`src/hdl/pbwt_pkg.sv`:
```
// Shared widths, operation codes, register indexes and the command and status
// structs of the positional BWT update unit.
// No dependencies; every other file imports this package.
`default_nettype none
package pbwt_pkg;

    localparam int NUM_HAPS  = 1024;
    localparam int SITE_BITS = 24;

    localparam int OP_W      = 2;
    localparam int INDEX_W   = 10;
    localparam int HAP_ID_W  = 10;
    localparam int DIV_W     = 24;
    localparam int BLOCK_W   = 11;
    localparam int ZCOUNT_W  = 11;
    localparam int SITE_W    = 24;
    localparam int NHAPS_W   = 11;
    localparam int MINLEN_W  = 24;
    localparam int CFG_IDX_W = 2;
    localparam int CFG_DATA_W = 24;

    localparam logic [OP_W-1:0] OP_LOAD    = 2'd0;
    localparam logic [OP_W-1:0] OP_ADVANCE = 2'd1;
    localparam logic [OP_W-1:0] OP_QUERY   = 2'd2;

    localparam logic [CFG_IDX_W-1:0] REG_NUM_HAPS   = 2'd0;
    localparam logic [CFG_IDX_W-1:0] REG_MIN_LENGTH = 2'd1;

    localparam logic [NHAPS_W-1:0]  NUM_HAPS_RESET   = 11'd1024;
    localparam logic [MINLEN_W-1:0] MIN_LENGTH_RESET = 24'd1;

    // One command per datapath step, raised by the controller.
    typedef struct packed {
        logic clr_step;
        logic load;
        logic q_start;
        logic adv_start;
        logic q_blk;
        logic p1_rd;
        logic p1_al;
        logic p1_wr;
        logic p2_rd;
        logic p2_wr;
        logic p3_rd;
        logic p3_wr;
        logic finish;
    } pbwt_cmd_t;

    typedef struct packed {
        logic clr_last;
        logic p1_more;
        logic p2_more;
        logic p3_more;
        logic out_free;
    } pbwt_stat_t;

endpackage
`default_nettype wire

```
`src/hdl/pbwt_ctrl.sv`:
```
// Controller state machine: sequences the clearing pass, loads, queries and the three
// passes of an advance. Depends on pbwt_pkg for the command and status structs.
`default_nettype none
module pbwt_ctrl (
    input  wire logic                   clk,
    input  wire logic                   rst_n,
    input  wire logic                   in_valid,
    input  wire logic [pbwt_pkg::OP_W-1:0] in_op,
    output logic                        in_ready,
    input  wire pbwt_pkg::pbwt_stat_t   stat,
    output pbwt_pkg::pbwt_cmd_t         cmd
);
    import pbwt_pkg::*;

    typedef enum logic [11:0] {
        ST_CLEAR  = 12'b000000000001,
        ST_IDLE   = 12'b000000000010,
        ST_Q_BLK  = 12'b000000000100,
        ST_P1_RD  = 12'b000000001000,
        ST_P1_AL  = 12'b000000010000,
        ST_P1_WR  = 12'b000000100000,
        ST_P2_RD  = 12'b000001000000,
        ST_P2_WR  = 12'b000010000000,
        ST_P3_RD  = 12'b000100000000,
        ST_P3_WR  = 12'b001000000000,
        ST_FINISH = 12'b010000000000
    } state_t;

    state_t state_reg, state_next;
    logic   accept;

    assign in_ready = (state_reg == ST_IDLE);
    assign accept   = in_valid && in_ready;

    always_comb
    begin
        cmd            = '0;
        cmd.clr_step   = (state_reg == ST_CLEAR);
        cmd.load       = accept && (in_op == OP_LOAD);
        cmd.q_start    = accept && (in_op == OP_QUERY);
        cmd.adv_start  = accept && (in_op == OP_ADVANCE);
        cmd.q_blk      = (state_reg == ST_Q_BLK);
        cmd.p1_rd      = (state_reg == ST_P1_RD);
        cmd.p1_al      = (state_reg == ST_P1_AL);
        cmd.p1_wr      = (state_reg == ST_P1_WR);
        cmd.p2_rd      = (state_reg == ST_P2_RD);
        cmd.p2_wr      = (state_reg == ST_P2_WR);
        cmd.p3_rd      = (state_reg == ST_P3_RD);
        cmd.p3_wr      = (state_reg == ST_P3_WR);
        cmd.finish     = (state_reg == ST_FINISH);
    end

    always_comb
    begin
        state_next = state_reg;
        case (state_reg)
            ST_CLEAR:  if (stat.clr_last) state_next = ST_IDLE;
            ST_IDLE:
            begin
                if (cmd.q_start)
                    state_next = ST_Q_BLK;
                else if (cmd.adv_start)
                    state_next = ST_P1_RD;
            end
            ST_Q_BLK:  state_next = ST_FINISH;
            ST_P1_RD:  state_next = stat.p1_more ? ST_P1_AL : ST_P2_RD;
            ST_P1_AL:  state_next = ST_P1_WR;
            ST_P1_WR:  state_next = ST_P1_RD;
            ST_P2_RD:  state_next = stat.p2_more ? ST_P2_WR : ST_P3_RD;
            ST_P2_WR:  state_next = ST_P2_RD;
            ST_P3_RD:  state_next = stat.p3_more ? ST_P3_WR : ST_FINISH;
            ST_P3_WR:  state_next = ST_P3_RD;
            ST_FINISH: if (stat.out_free) state_next = ST_IDLE;
            default:   state_next = ST_CLEAR;
        endcase
    end

    always_ff @(posedge clk or negedge rst_n)
    begin
        if (!rst_n)
            state_reg <= ST_CLEAR;
        else
            state_reg <= state_next;
    end

endmodule
`default_nettype wire

```
`config.mk`:
```
export PLATFORM = sky130hd
export DESIGN_NAME = pbwt_ctrl
export DESIGN_NICKNAME = d
export VERILOG_FILES = /design/src/hdl/pbwt_pkg.sv /design/src/hdl/pbwt_ctrl.sv
export SDC_FILE = /design/constraint.sdc
export NUM_CORES = 1
export LEC_CHECK = 0
export ABC_AREA = 1
export BUFFER_PORTS_ARGS = -buffer_cell sky130_fd_sc_hd__buf_2
export CORE_MARGIN = 2
export CORE_UTILIZATION = 48
export DETAILED_ROUTE_END_ITERATION = 12
export MAX_ROUTING_LAYER = met4
export PLACE_DENSITY_LB_ADDON = 0.12
export SLEW_MARGIN = 0
export SYNTH_ARGS = -nofsm -noshare
export SYNTH_HDL_FRONTEND = slang
export SYNTH_SLANG_ARGS = --single-unit
```
`constraint.sdc`:
```
create_clock -name clk -period 1.7 [get_ports clk]
set_input_delay 0.17 -clock clk [delete_from_list [all_inputs] [get_ports clk]]
set_output_delay 0.17 -clock clk [all_outputs]
set_load 0.05 [all_outputs]
```
Word level (Yosys, flattened, before mapping)
Cells that the tools add are included.
{ "classes": {"addsub": 0, "mul": 0, "n_div": 0, "magnitude_cmp": 0, "n_eq_ne": 16, "shift": 0, "muxes": 8, "bitwise": 0, "reduce_logical": 6} }
{ "ops": {"columns": ["operator", "n"], "rows": [
  ["12-bit case mux with 11 select lines", 1],
  ["12-bit two-way mux", 4],
  ["12-bit by 1-bit == test with 1-bit output (second input constant)", 1],
  ["12-bit by 10-bit == test with 1-bit output (second input constant)", 1],
  ["12-bit by 11-bit == test with 1-bit output (second input constant)", 1],
  ["12-bit by 2-bit == test with 1-bit output (second input constant)", 1],
  ["12-bit by 3-bit == test with 1-bit output (second input constant)", 1],
  ["12-bit by 4-bit == test with 1-bit output (second input constant)", 1],
  ["12-bit by 5-bit == test with 1-bit output (second input constant)", 1],
  ["12-bit by 6-bit == test with 1-bit output (second input constant)", 1],
  ["12-bit by 7-bit == test with 1-bit output (second input constant)", 1],
  ["12-bit by 8-bit == test with 1-bit output (second input constant)", 1],
  ["12-bit by 9-bit == test with 1-bit output (second input constant)", 1],
  ["11-bit two-way mux", 1],
  ["9-bit two-way mux", 1],
  ["7-bit two-way mux", 1],
  ["1-bit logical AND", 4],
  ["2-bit inequality test (second input constant)", 2],
  ["3-bit by 1-bit inequality test with 1-bit output (second input constant)", 1],
  ["3-bit AND reduction", 1],
  ["2-bit by 1-bit == test with 1-bit output (second input constant)", 1],
  ["2-bit == test (second input constant)", 1],
  ["2-bit logical NOT", 1]
]} }
{ "totals": {"register_bits": 12, "latchBits": 0, "ram_bits": 0, "mem_bits_ro": 0, "in_bits": 10, "output_inout_bits": 14, "wordCells": 31, "memories": 0} }

Logic depth before layout (Yosys ltp)
Gate-level depths: netlist of run 1.
{ "logic_depth": {"ltp_word": 6, "depth_mapped": 10, "depth_no_buf": 10} }

Least setup slack after synthesis of run 1
Ideal clock, no wire load.
{ "synth_path": {"path_kind": "register -> output", "start": "register state_reg[6]", "end": "output cmd[10] (netlist bit)", "t_arrival_ns": 1.891, "required_ns": 1.530, "path_slack_ns": -0.361, "path_stages_with_launch": 6, "path_buffers": 0, "cell_sequence": "dfrtp_1 nor2_2 nand2_2 nor2_4 nand2_2 nor3_1"} }
{ "synth_lines": {"columns": ["element", "line_no", "source"], "rows": [
  ["start: declaration", "pbwt_ctrl.sv:29", "state_t state_reg, state_next;"],
  ["start signal: assignment", "pbwt_ctrl.sv:83", "state_reg <= state_next;"],
  ["end: declaration", "pbwt_ctrl.sv:11", "output pbwt_pkg::pbwt_cmd_t cmd"]
]} }

==> results.json, run 1 <==
{
  "outcome": "finished, violations left",
  "violations": "setup timing",
  "dp_hpwl_um": 1240,
  "fmax_ghz": 0.564,
  "synth_edf_count": 0,
  "syn_avg_cell_area_sq_um": 6.46,
  "path_clk_slew_ns": 0.08,
  "root_buffer": "clkbuf_4",
  "synth.most_common_cell": "inv_1",
  "synth_top_area_cell": "dfrtp_1",
  "grt_pass1_vias": 694,
  "num_rows": 14,
  "setup_viol": 3,
  "synth_cells": 112,
  "synth_area_leaders": "dfrtp_1, inv_1, nand2_1",
  "worstSetupStartpointType": "flop",
  "grt_setup_unrepaired": "yes",
  "synthFlopType": "dfrtp_1",
  "crit_arrival_ns": 1.60,
  "cts_tree": "done",
  "grt_pass1_wl_um": 2780,
  "die_w_um": 42.8,
  "irDropWorstVdd_mv": 0.892,
  "layout.nets": 159,
  "period_minus_slack_ns": 1.77,
  "cts_buffers": 3,
  "synth_seq_cells": 11,
  "slew_violations": 0,
  "worstPathCellList": "nor2_2, nand2_2, nor2_4, nand4_1, nor2_1, buf_6",
  "drv_cap": 0,
  "htreeDepth": 1,
  "initial_core_util_pct": 49.7,
  "p_leak_nw": 0.672,
  "min_path_type": "in -> reg",
  "routabilityCongestion": 0.764,
  "stdcell_count": 164,
  "max_stage_delay_ns": 0.40,
  "viasPerCell": 4.68,
  "async_reset_ff_share_pct": 100,
  "path_max_fanout": 4,
  "antenna_found_initial": 0,
  "syn2layout_area_growth_pct": 49.1,
  "synth_compound_area_share_pct": 5.71,
  "required_ns": 1.53,
  "synthXorXnorAreaFrac_pct": 0,
  "clkLatencyLatePin_ns": 0.28,
  "postRouteAntennaNets": 0,
  "ios": 24,
  "dr.first_iter.drc_count": 10,
  "end_kind": "output port",
  "finalPower_mw": 1.11,
  "slew_headroom_pct": 82.2,
  "drive_gt1_share_pct": 38.5,
  "synth-simple-area-share_pct": 38.9,
  "synth_cell_types": 18,
  "min_period_over_period_pct": 104,
  "crit_type": "reg -> out",
  "drc_errors": 0,
  "netlist.area_leader.share_pct": 34.6,
  "drt-total-wl_um": 1830,
  "fin_ws_ns": -0.0731,
  "p_per_area_nw_per_um2": 1030,
  "portBuffers": 23,
  "largest_reg_flops": 11,
  "syn_nets": 122,
  "n_antenna_cell": 0,
  "die_h_um": 42.8,
  "cts.sinks": 11,
  "final_area_sq_um": 1080,
  "grt_overflow": 0,
  "grt.total_usage_pct": 21.0,
  "grt_max_degree": 12,
  "dr_total_vias": 767,
  "coreArea_sq_um": 1450,
  "synth_top_family_by_area": "simple AND/OR/NAND/NOR gates",
  "clockBufferDepth": 2,
  "tightestPinTransition_ns": 0.267,
  "crit_slowest_cell": "dfrtp_1",
  "die-area_sq_um": 1830,
  "routedWlPerCell_um": 11.1,
  "placed_cells": 151,
  "yosysWarningCount": 0,
  "synth_fa_ha_area_share_pct": 0,
  "synth_seq_area_share_pct": 38.2,
  "synth_area_sq_um": 723,
  "yosys-top-cells-count": "inv_1, nand2_1, nor2_1",
  "synthMuxAreaShare_pct": 0,
  "fillers": 119,
  "dr.pass1.iters": 4,
  "place_area_sq_um": 863,
  "fin_skew_ns": 0.00538,
  "hold_violations": 0
}
## logic make-up after synthesis
kind of cell	after synthesis
simple gates	61
buf+inv	33
flops	11
compound gates	7
## cell type report
type	instances	area, sq um	area share, %
multi-input combinational	68	377	34.9
sequential	11	277	25.6
timing repair buffer	32	255	23.7
inverter	33	124	11.5
clock buffer	4	26.3	2.44
tap	16	20.0	1.86
## critical path: cells and delay by family (launching register included)
kind          cells  cell delay [ns]
buf+inv           1             0.17
flops             1             0.40
simple gates      5             0.76
## per-layer routing
layer | part of all wire [%] | GRT usage, % | vias up
met4 | 2.5 | 9.38 | 0
li1 | - | - | 401
met1 | 43 | 25.5 | 339
met5 | 0 | - | -
met3 | 3.2 | 2.55 | 7
met2 | 51 | 34.8 | 20
## timing repair
action / 4_1_cts / 5_1_grt
cloned: 0 / 0
endpoints found under the hold margin: 10 / 0
setup buffers: 5 / 3
hold buffers: 1 / 0
endpoints found under the setup margin: 13 / 14
gates resized for setup: 11 / 27
pin swaps: 4 / 7
## report_power, final
group	leakage (nW)	switching (mW)	total (mW)	internal (mW)
clock	0.0150	0.0961	0.187	0.0911
sequential	0.148	0.0305	0.338	0.308
combinational	0.509	0.398	0.588	0.190
## cell usage in the layout (no fill, tap or decap)
master,n
a21oi_2,1
dlygate4sd3_1,1
nand3_4,1
buf_4,10
inv_2,3
nor2_2,5
nand2_2,5
o21ai_0,2
nor3_1,3
buf_2,10
nor2_4,3
inv_1,30
dfrtp_1,10
nor2_1,15
dfstp_2,1
clkbuf_1,1
buf_6,10
o211ai_1,1
nand3_1,3
nand2_1,20
nor3_2,3
nand4_1,1
o21ai_1,3
nor3_4,1
nor3b_1,1
clkbuf_4,4
## final timing paths
path                                            end  slack, ns                 startpoint  cells past startpoint
setup / recovery                            cmd[11]      -0.07  state_reg[10]$_DFFE_PN0P_                      6
hold / removal             state_reg[8]$_DFFE_PN0P_        0.1                    stat[2]                      2
setup reg to reg           state_reg[3]$_DFFE_PN0P_       0.26  state_reg[10]$_DFFE_PN0P_                      8
hold reg to reg            state_reg[9]$_DFFE_PN0P_       0.63   state_reg[8]$_DFFE_PN0P_                      2
max in group asynchronous  state_reg[0]$_DFFE_PN1P_       1.14                      rst_n                      2
min in group asynchronous  state_reg[5]$_DFFE_PN0P_       0.29                      rst_n                      2
## stage by stage
stage | util (%) | worst slack [ns] | setup TNS, ns | hold WS [ns]
detailed placement | 59.4 | 0.197 | 0 | 0.0585
CTS | 66.6 | -0.0281 | -0.0812 | 0.103
global route | 74.2 | -0.125 | -0.618 | 0.0993
finish | 74.2 | -0.0731 | -0.151 | 0.0977
global placement | 59.4 | 0.248 | 0 | 0.0528
floorplan | - | -0.0109 | -0.0218 | -0.126
No activity file was read; power rests on OpenSTA's default activity.
==> run 2, diff against run 1 <==
--- a/config.mk
+++ b/config.mk
@@ -8,11 +8,11 @@
 export ABC_AREA = 1
 export BUFFER_PORTS_ARGS = -buffer_cell sky130_fd_sc_hd__buf_2
 export CORE_MARGIN = 2
-export CORE_UTILIZATION = 48
+export CORE_UTILIZATION = 43
 export DETAILED_ROUTE_END_ITERATION = 12
 export MAX_ROUTING_LAYER = met4
 export PLACE_DENSITY_LB_ADDON = 0.12
-export SLEW_MARGIN = 0
+export SLEW_MARGIN = 20
 export SYNTH_ARGS = -nofsm -noshare
 export SYNTH_HDL_FRONTEND = slang
 export SYNTH_SLANG_ARGS = --single-unit
==> constraint.sdc (replaced) <==
create_clock -name clk -period 1.5 [get_ports clk]
set_input_delay 0.15 -clock clk [delete_from_list [all_inputs] [get_ports clk]]
set_output_delay 0.15 -clock clk [all_outputs]
set_load 0.05 [all_outputs]
==> results.json, run 2 (synthesized netlist as in run 1, its figures left out) <==
{
  "dp_hpwl_um": 1240,
  "top_layer_used": "met4",
  "fin_ws_ns": -0.213,
  "ios": 24,
  "die_h_um": 45.0,
  "slew_violations": 0,
  "met2_length_um": 982,
  "p_comb_share_pct": 55.2,
  "wl_met1_um": 819,
  "fillers": 140,
  "r2r-start": "state_reg[9]$_DFFE_PN0P_",
  "ff_latch_area_sq_um": 277,
  "final_common_cell": "inv_1",
  "n_antenna_cell": 0,
  "grt_setup_unrepaired": "yes",
  "postRouteAntennaNets": 0,
  "dr.first_iter.drc_count": 7,
  "drv_cap": 0,
  "reg2reg_depth": 9,
  "cp_top_family": "simple AND/OR/NAND/NOR gates",
  "clockBufferDepth": 2,
  "drt-total-wl_um": 1900,
  "num_rows": 14,
  "fin_util_pct": 73.5,
  "root_buffer": "clkbuf_4",
  "hold_path_depth": 2,
  "crit_type": "reg -> out",
  "initial_core_util_pct": 46.9,
  "p_per_area_nw_per_um2": 1180,
  "portBuffers": 23,
  "worstPathCellList": "nor2_2, nand2_2, nor2_4, buf_4, nand2_4, nor3_4, buf_6",
  "setup_viol": 14,
  "grt_pass1_vias": 733,
  "dr_total_vias": 795,
  "layout.nets": 166,
  "p_int_mw": 0.715,
  "cts_buffers": 3,
  "violations": "setup timing",
  "multi_input_area_sq_um": 362,
  "cts.sinks": 11,
  "worstSetupStartpointType": "flop",
  "p_sw_share_pct": 46.4,
  "drive_gt1_share_pct": 42.6,
  "syn2layout_area_growth_pct": 56.7,
  "fmax_ghz": 0.584,
  "fin_setup_tns_ns": -1.81,
  "grt_max_degree": 12,
  "routedWlPerCell_um": 11.1,
  "required_ns": 1.35,
  "min_path_type": "in -> reg",
  "grt.total_usage_pct": 20.9,
  "routabilityCongestion": 0.773,
  "path_max_fanout": 5,
  "end_kind": "output port",
  "drc_errors": 0,
  "htreeDepth": 1,
  "hold_violations": 0,
  "switching_power_mw": 0.618,
  "fin_skew_ns": 0.00155,
  "r2r-end": "state_reg[3]$_DFFE_PN0P_",
  "coreArea_sq_um": 1540,
  "largest_reg_flops": 11,
  "period_minus_slack_ns": 1.71,
  "p_leak_nw": 0.702,
  "slew_headroom_pct": 82.3,
  "min_period_over_period_pct": 114,
  "irDropWorstVdd_mv": 1.10,
  "crit_slowest_cell": "dfrtp_1",
  "grt_overflow": 0,
  "rrSetupSlack_ns": 0.02,
  "pwr-share-seq_pct": 28.8,
  "grt_pass1_wl_um": 2950,
  "p_clk_share_pct": 15.9,
  "clkLatencyLatePin_ns": 0.27,
  "antenna_found_initial": 0,
  "tightestPinTransition_ns": 0.264,
  "outcome": "finished, violations left",
  "dr.pass1.iters": 4,
  "mostFrequentLayoutCells": "inv_1, nand2_1, buf_4",
  "holdPathEnd": "state_reg[6]$_DFFE_PN0P_",
  "hp-start": "stat[3]",
  "pre_cts_ws_ns": 0.0182,
  "die-area_sq_um": 2030,
  "crit_arrival_ns": 1.56,
  "die_w_um": 45.0,
  "max_stage_delay_ns": 0.39,
  "cts_tree": "done",
  "path_clk_slew_ns": 0.08,
  "viasPerCell": 4.65,
  "wl_met3_um": 84,
  "crit_buf_inv": 2
}
[run 2: changes by cell type in the layout (fill, tap and decap cells not counted), sizes merged]
cell,delta
buf,+8
clkbuf,-1
[run 2: routing by layer]
layer / track usage [%] / vias to the layer above
met4: 8.82 / 0
met2: 34.6 / 15
li1: - / 414
met3: 4.40 / 2
met5: - / -
met1: 24.5 / 364
[run 2: final cells by class]
| class | count | area share, % |
|---|---|---|
| clock buffers | 4 | 2.32 |
| inverters | 33 | 10.9 |
| multi-input cells | 68 | 31.9 |
| flip-flops and latches | 11 | 24.4 |
| well taps | 16 | 1.77 |
| repair buffers | 39 | 28.7 |
[run 2: repair_timing]
action                                 4_1_cts  5_1_grt
endpoints found under the hold margin       11        0
hold buffers                                 1        0
gates resized for setup                     26       12
pin swaps                                    4        4
buffers inserted                             7        6
setup endpoints to repair                   14       17
[run 2: power groups by stage]
stage / registers [mW] / clock network [mW] / logic [mW]
final: 0.385 / 0.213 / 0.737
after global routing: 0.391 / 0.228 / 0.807
after CTS: 0.377 / 0.210 / 0.676
after detailed placement: 0.383 / 0 / 0.573
after global placement: 0.382 / 0 / 0.565
after floorplan: 0.377 / 0 / 0.460
[run 2: how the worst max path moves through the flow]
stage | slack, ns | cells past startpoint | startpoint | endpoint
2_1_floorplan | -0.19 | 5 | state_reg[6]$_DFFE_PN0P_ | cmd[11]
3_3_place_gp | 0.07 | 6 | state_reg[6]$_DFFE_PN0P_ | cmd[11]
3_5_place_dp | 0.02 | 10 | state_reg[6]$_DFFE_PN0P_ | state_reg[3]$_DFFE_PN0P_
4_1_cts | -0.17 | 6 | state_reg[10]$_DFFE_PN0P_ | cmd[9]
5_1_grt | -0.31 | 7 | state_reg[9]$_DFFE_PN0P_ | cmd[10]
6_report | -0.21 | 7 | state_reg[9]$_DFFE_PN0P_ | cmd[10]
[run 2: per-stage QoR]
stage | instance area (sq um) | power, mW | hold WS, ns | std cells
2_1_floorplan | 731 | 0.838 | -0.146 | 112
3_3_place_gp | 881 | 0.948 | 0.0360 | 153
3_5_place_dp | 881 | 0.957 | 0.0364 | 153
4_1_cts | 1050 | 1.26 | 0.0680 | 165
5_1_grt | 1130 | 1.43 | 0.0786 | 171
6_report | 1130 | 1.33 | 0.0718 | 171
==> run 3, diff against run 2 <==
--- a/config.mk
+++ b/config.mk
@@ -7,8 +7,10 @@
 export LEC_CHECK = 0
 export ABC_AREA = 1
 export BUFFER_PORTS_ARGS = -buffer_cell sky130_fd_sc_hd__buf_2
+export CELL_PAD_IN_SITES_DETAIL_PLACEMENT = 0
+export CELL_PAD_IN_SITES_GLOBAL_PLACEMENT = 1
 export CORE_MARGIN = 2
-export CORE_UTILIZATION = 43
+export CORE_UTILIZATION = 29
 export DETAILED_ROUTE_END_ITERATION = 12
 export MAX_ROUTING_LAYER = met4
 export PLACE_DENSITY_LB_ADDON = 0.12
==> results.json, run 3 (synthesized netlist as in run 1, its figures left out) <==
{
  "min_path_type": "in -> reg",
  "fin_util_pct": 48.3,
  "outcome": "finished, violations left",
  "grt_pass1_wl_um": 2940,
  "r2r-end": "state_reg[3]$_DFFE_PN0P_",
  "htreeDepth": 1,
  "grt_pass1_vias": 727,
  "hold_violations": 0,
  "min_period_over_period_pct": 115,
  "drv_cap": 0,
  "mostFrequentLayoutCells": "inv_1, nand2_1, buf_4",
  "coreArea_sq_um": 2410,
  "routabilityCongestion": 0.700,
  "fmax_ghz": 0.580,
  "grt_setup_unrepaired": "yes",
  "finalPower_mw": 1.37,
  "p_leak_nw": 0.698,
  "largest_reg_flops": 11,
  "period_minus_slack_ns": 1.72,
  "place_area_sq_um": 921,
  "violations": "setup timing",
  "initial_core_util_pct": 30.0,
  "dr_total_vias": 786,
  "r2r-start": "state_reg[4]$_DFFE_PN0P_",
  "rrSetupSlack_ns": -0.07,
  "grtUsageMet1_pct": 18.2,
  "worstSetupStartpointType": "flop",
  "clockBufferDepth": 2,
  "syn2layout_area_growth_pct": 61.1,
  "antenna_found_initial": 0,
  "grt_overflow": 0,
  "placed_cells": 170,
  "endpoint": "cmd[9]",
  "use_met3_pct": 1.94,
  "fin_skew_ns": 0.000364,
  "die-area_sq_um": 2910,
  "postRouteAntennaNets": 0,
  "routedWlPerCell_um": 9.68,
  "fin_setup_tns_ns": -2.04,
  "drive_gt1_share_pct": 44.2,
  "tightestPinTransition_ns": 0.266,
  "clkLatencyLatePin_ns": 0.26,
  "portBuffers": 23,
  "top_usage_layer": "met2",
  "die_w_um": 53.9,
  "ios": 24,
  "final_area_sq_um": 1160,
  "dp_hpwl_um": 1350,
  "crit_start": "state_reg[4]$_DFFE_PN0P_",
  "path_max_fanout": 3,
  "layout.nets": 165,
  "pre_cts_ws_ns": 0.0270,
  "grt.total_usage_pct": 14.8,
  "stdcell_count": 184,
  "setup_viol": 15,
  "drt-total-wl_um": 1780,
  "cts.sinks": 11,
  "path_clk_slew_ns": 0.07,
  "viasPerCell": 4.27,
  "fin_ws_ns": -0.225,
  "crit_type": "reg -> out",
  "drc_errors": 0,
  "p_per_area_nw_per_um2": 1180,
  "reg2reg_depth": 10,
  "dr.pass1.iters": 3,
  "crit_arrival_ns": 1.57,
  "irDropWorstVdd_mv": 0.897,
  "holdWs_ns": 0.0709,
  "grt_max_degree": 12,
  "end_kind": "output port",
  "slew_violations": 0,
  "final_common_cell": "inv_1",
  "cts_tree": "done",
  "die_h_um": 53.9,
  "n_antenna_cell": 0,
  "slew_headroom_pct": 82.3,
  "met2_usage_pct": 22.0,
  "root_buffer": "clkbuf_4",
  "required_ns": 1.35,
  "cts_buffers": 3,
  "dr.first_iter.drc_count": 10,
  "num_rows": 18
}
-- run 3: cell types whose count changed in the layout (fill, tap and decap cells not counted) --
cell / change
nor3b_2: -1
nor3_1: +1
nor3_2: -1
nor2_1: -2
buf_6: +3
nand2_2: +2
inv_1: -1
nand2_1: -2
nor2_4: +2
nor3b_1: +1
buf_4: -4
inv_2: +1
-- run 3: area by class of cell --
cell class,instances,area [sq um]
sequential,11,277
timing repair buffer,38,329
tap,30,37.5
clock buffer,4,26.3
inverter,33,124
fill,237,1240
multi-input combinational,68,372
-- run 3: critical path, stage by stage, from the launching register on --
cell	delay, ns
dfrtp_1	0.39
nor2_2	0.15
nand2_2	0.11
nor2_4	0.14
nand4_1	0.17
nor2_1	0.17
buf_6	0.17
-- run 3: worst min path at each step --
stage | startpoint | endpoint | slack [ns] | cells past startpoint
after floorplan | rst_n | state_reg[10]$_DFFE_PN0P_ | -0.15 | 0
after global placement | rst_n | state_reg[10]$_DFFE_PN0P_ | 0.04 | 1
after detailed placement | rst_n | state_reg[10]$_DFFE_PN0P_ | 0.04 | 1
after CTS | stat[3] | state_reg[6]$_DFFE_PN0P_ | 0.06 | 2
after global routing | stat[3] | state_reg[6]$_DFFE_PN0P_ | 0.06 | 2
final | stat[3] | state_reg[6]$_DFFE_PN0P_ | 0.07 | 2
-- run 3: what timing repair did --
item                                   in CTS  in global routing
pin swaps                                   1                  6
endpoints found under the hold margin      11                  0
hold buffers                                1                  0
setup buffers                               4                  5
resized for setup                          27                 19
setup endpoints to repair                  14                 17
-- run 3: routing by layer --
| metal | part of all wire (%) | wire [um] |
|---|---|---|
| met1 | 44 | 778 |
| met3 | 3.9 | 70 |
| met2 | 51 | 904 |
| met4 | 1.5 | 27 |
| met5 | 0 | 0 |
-- run 3: power by group --
group / switching [mW] / total [mW] / internal (mW)
Sequential: 0.0455 / 0.395 / 0.349
Combinational: 0.487 / 0.775 / 0.288
Clock: 0.0997 / 0.203 / 0.103
Total: 0.632 / 1.37 / 0.741
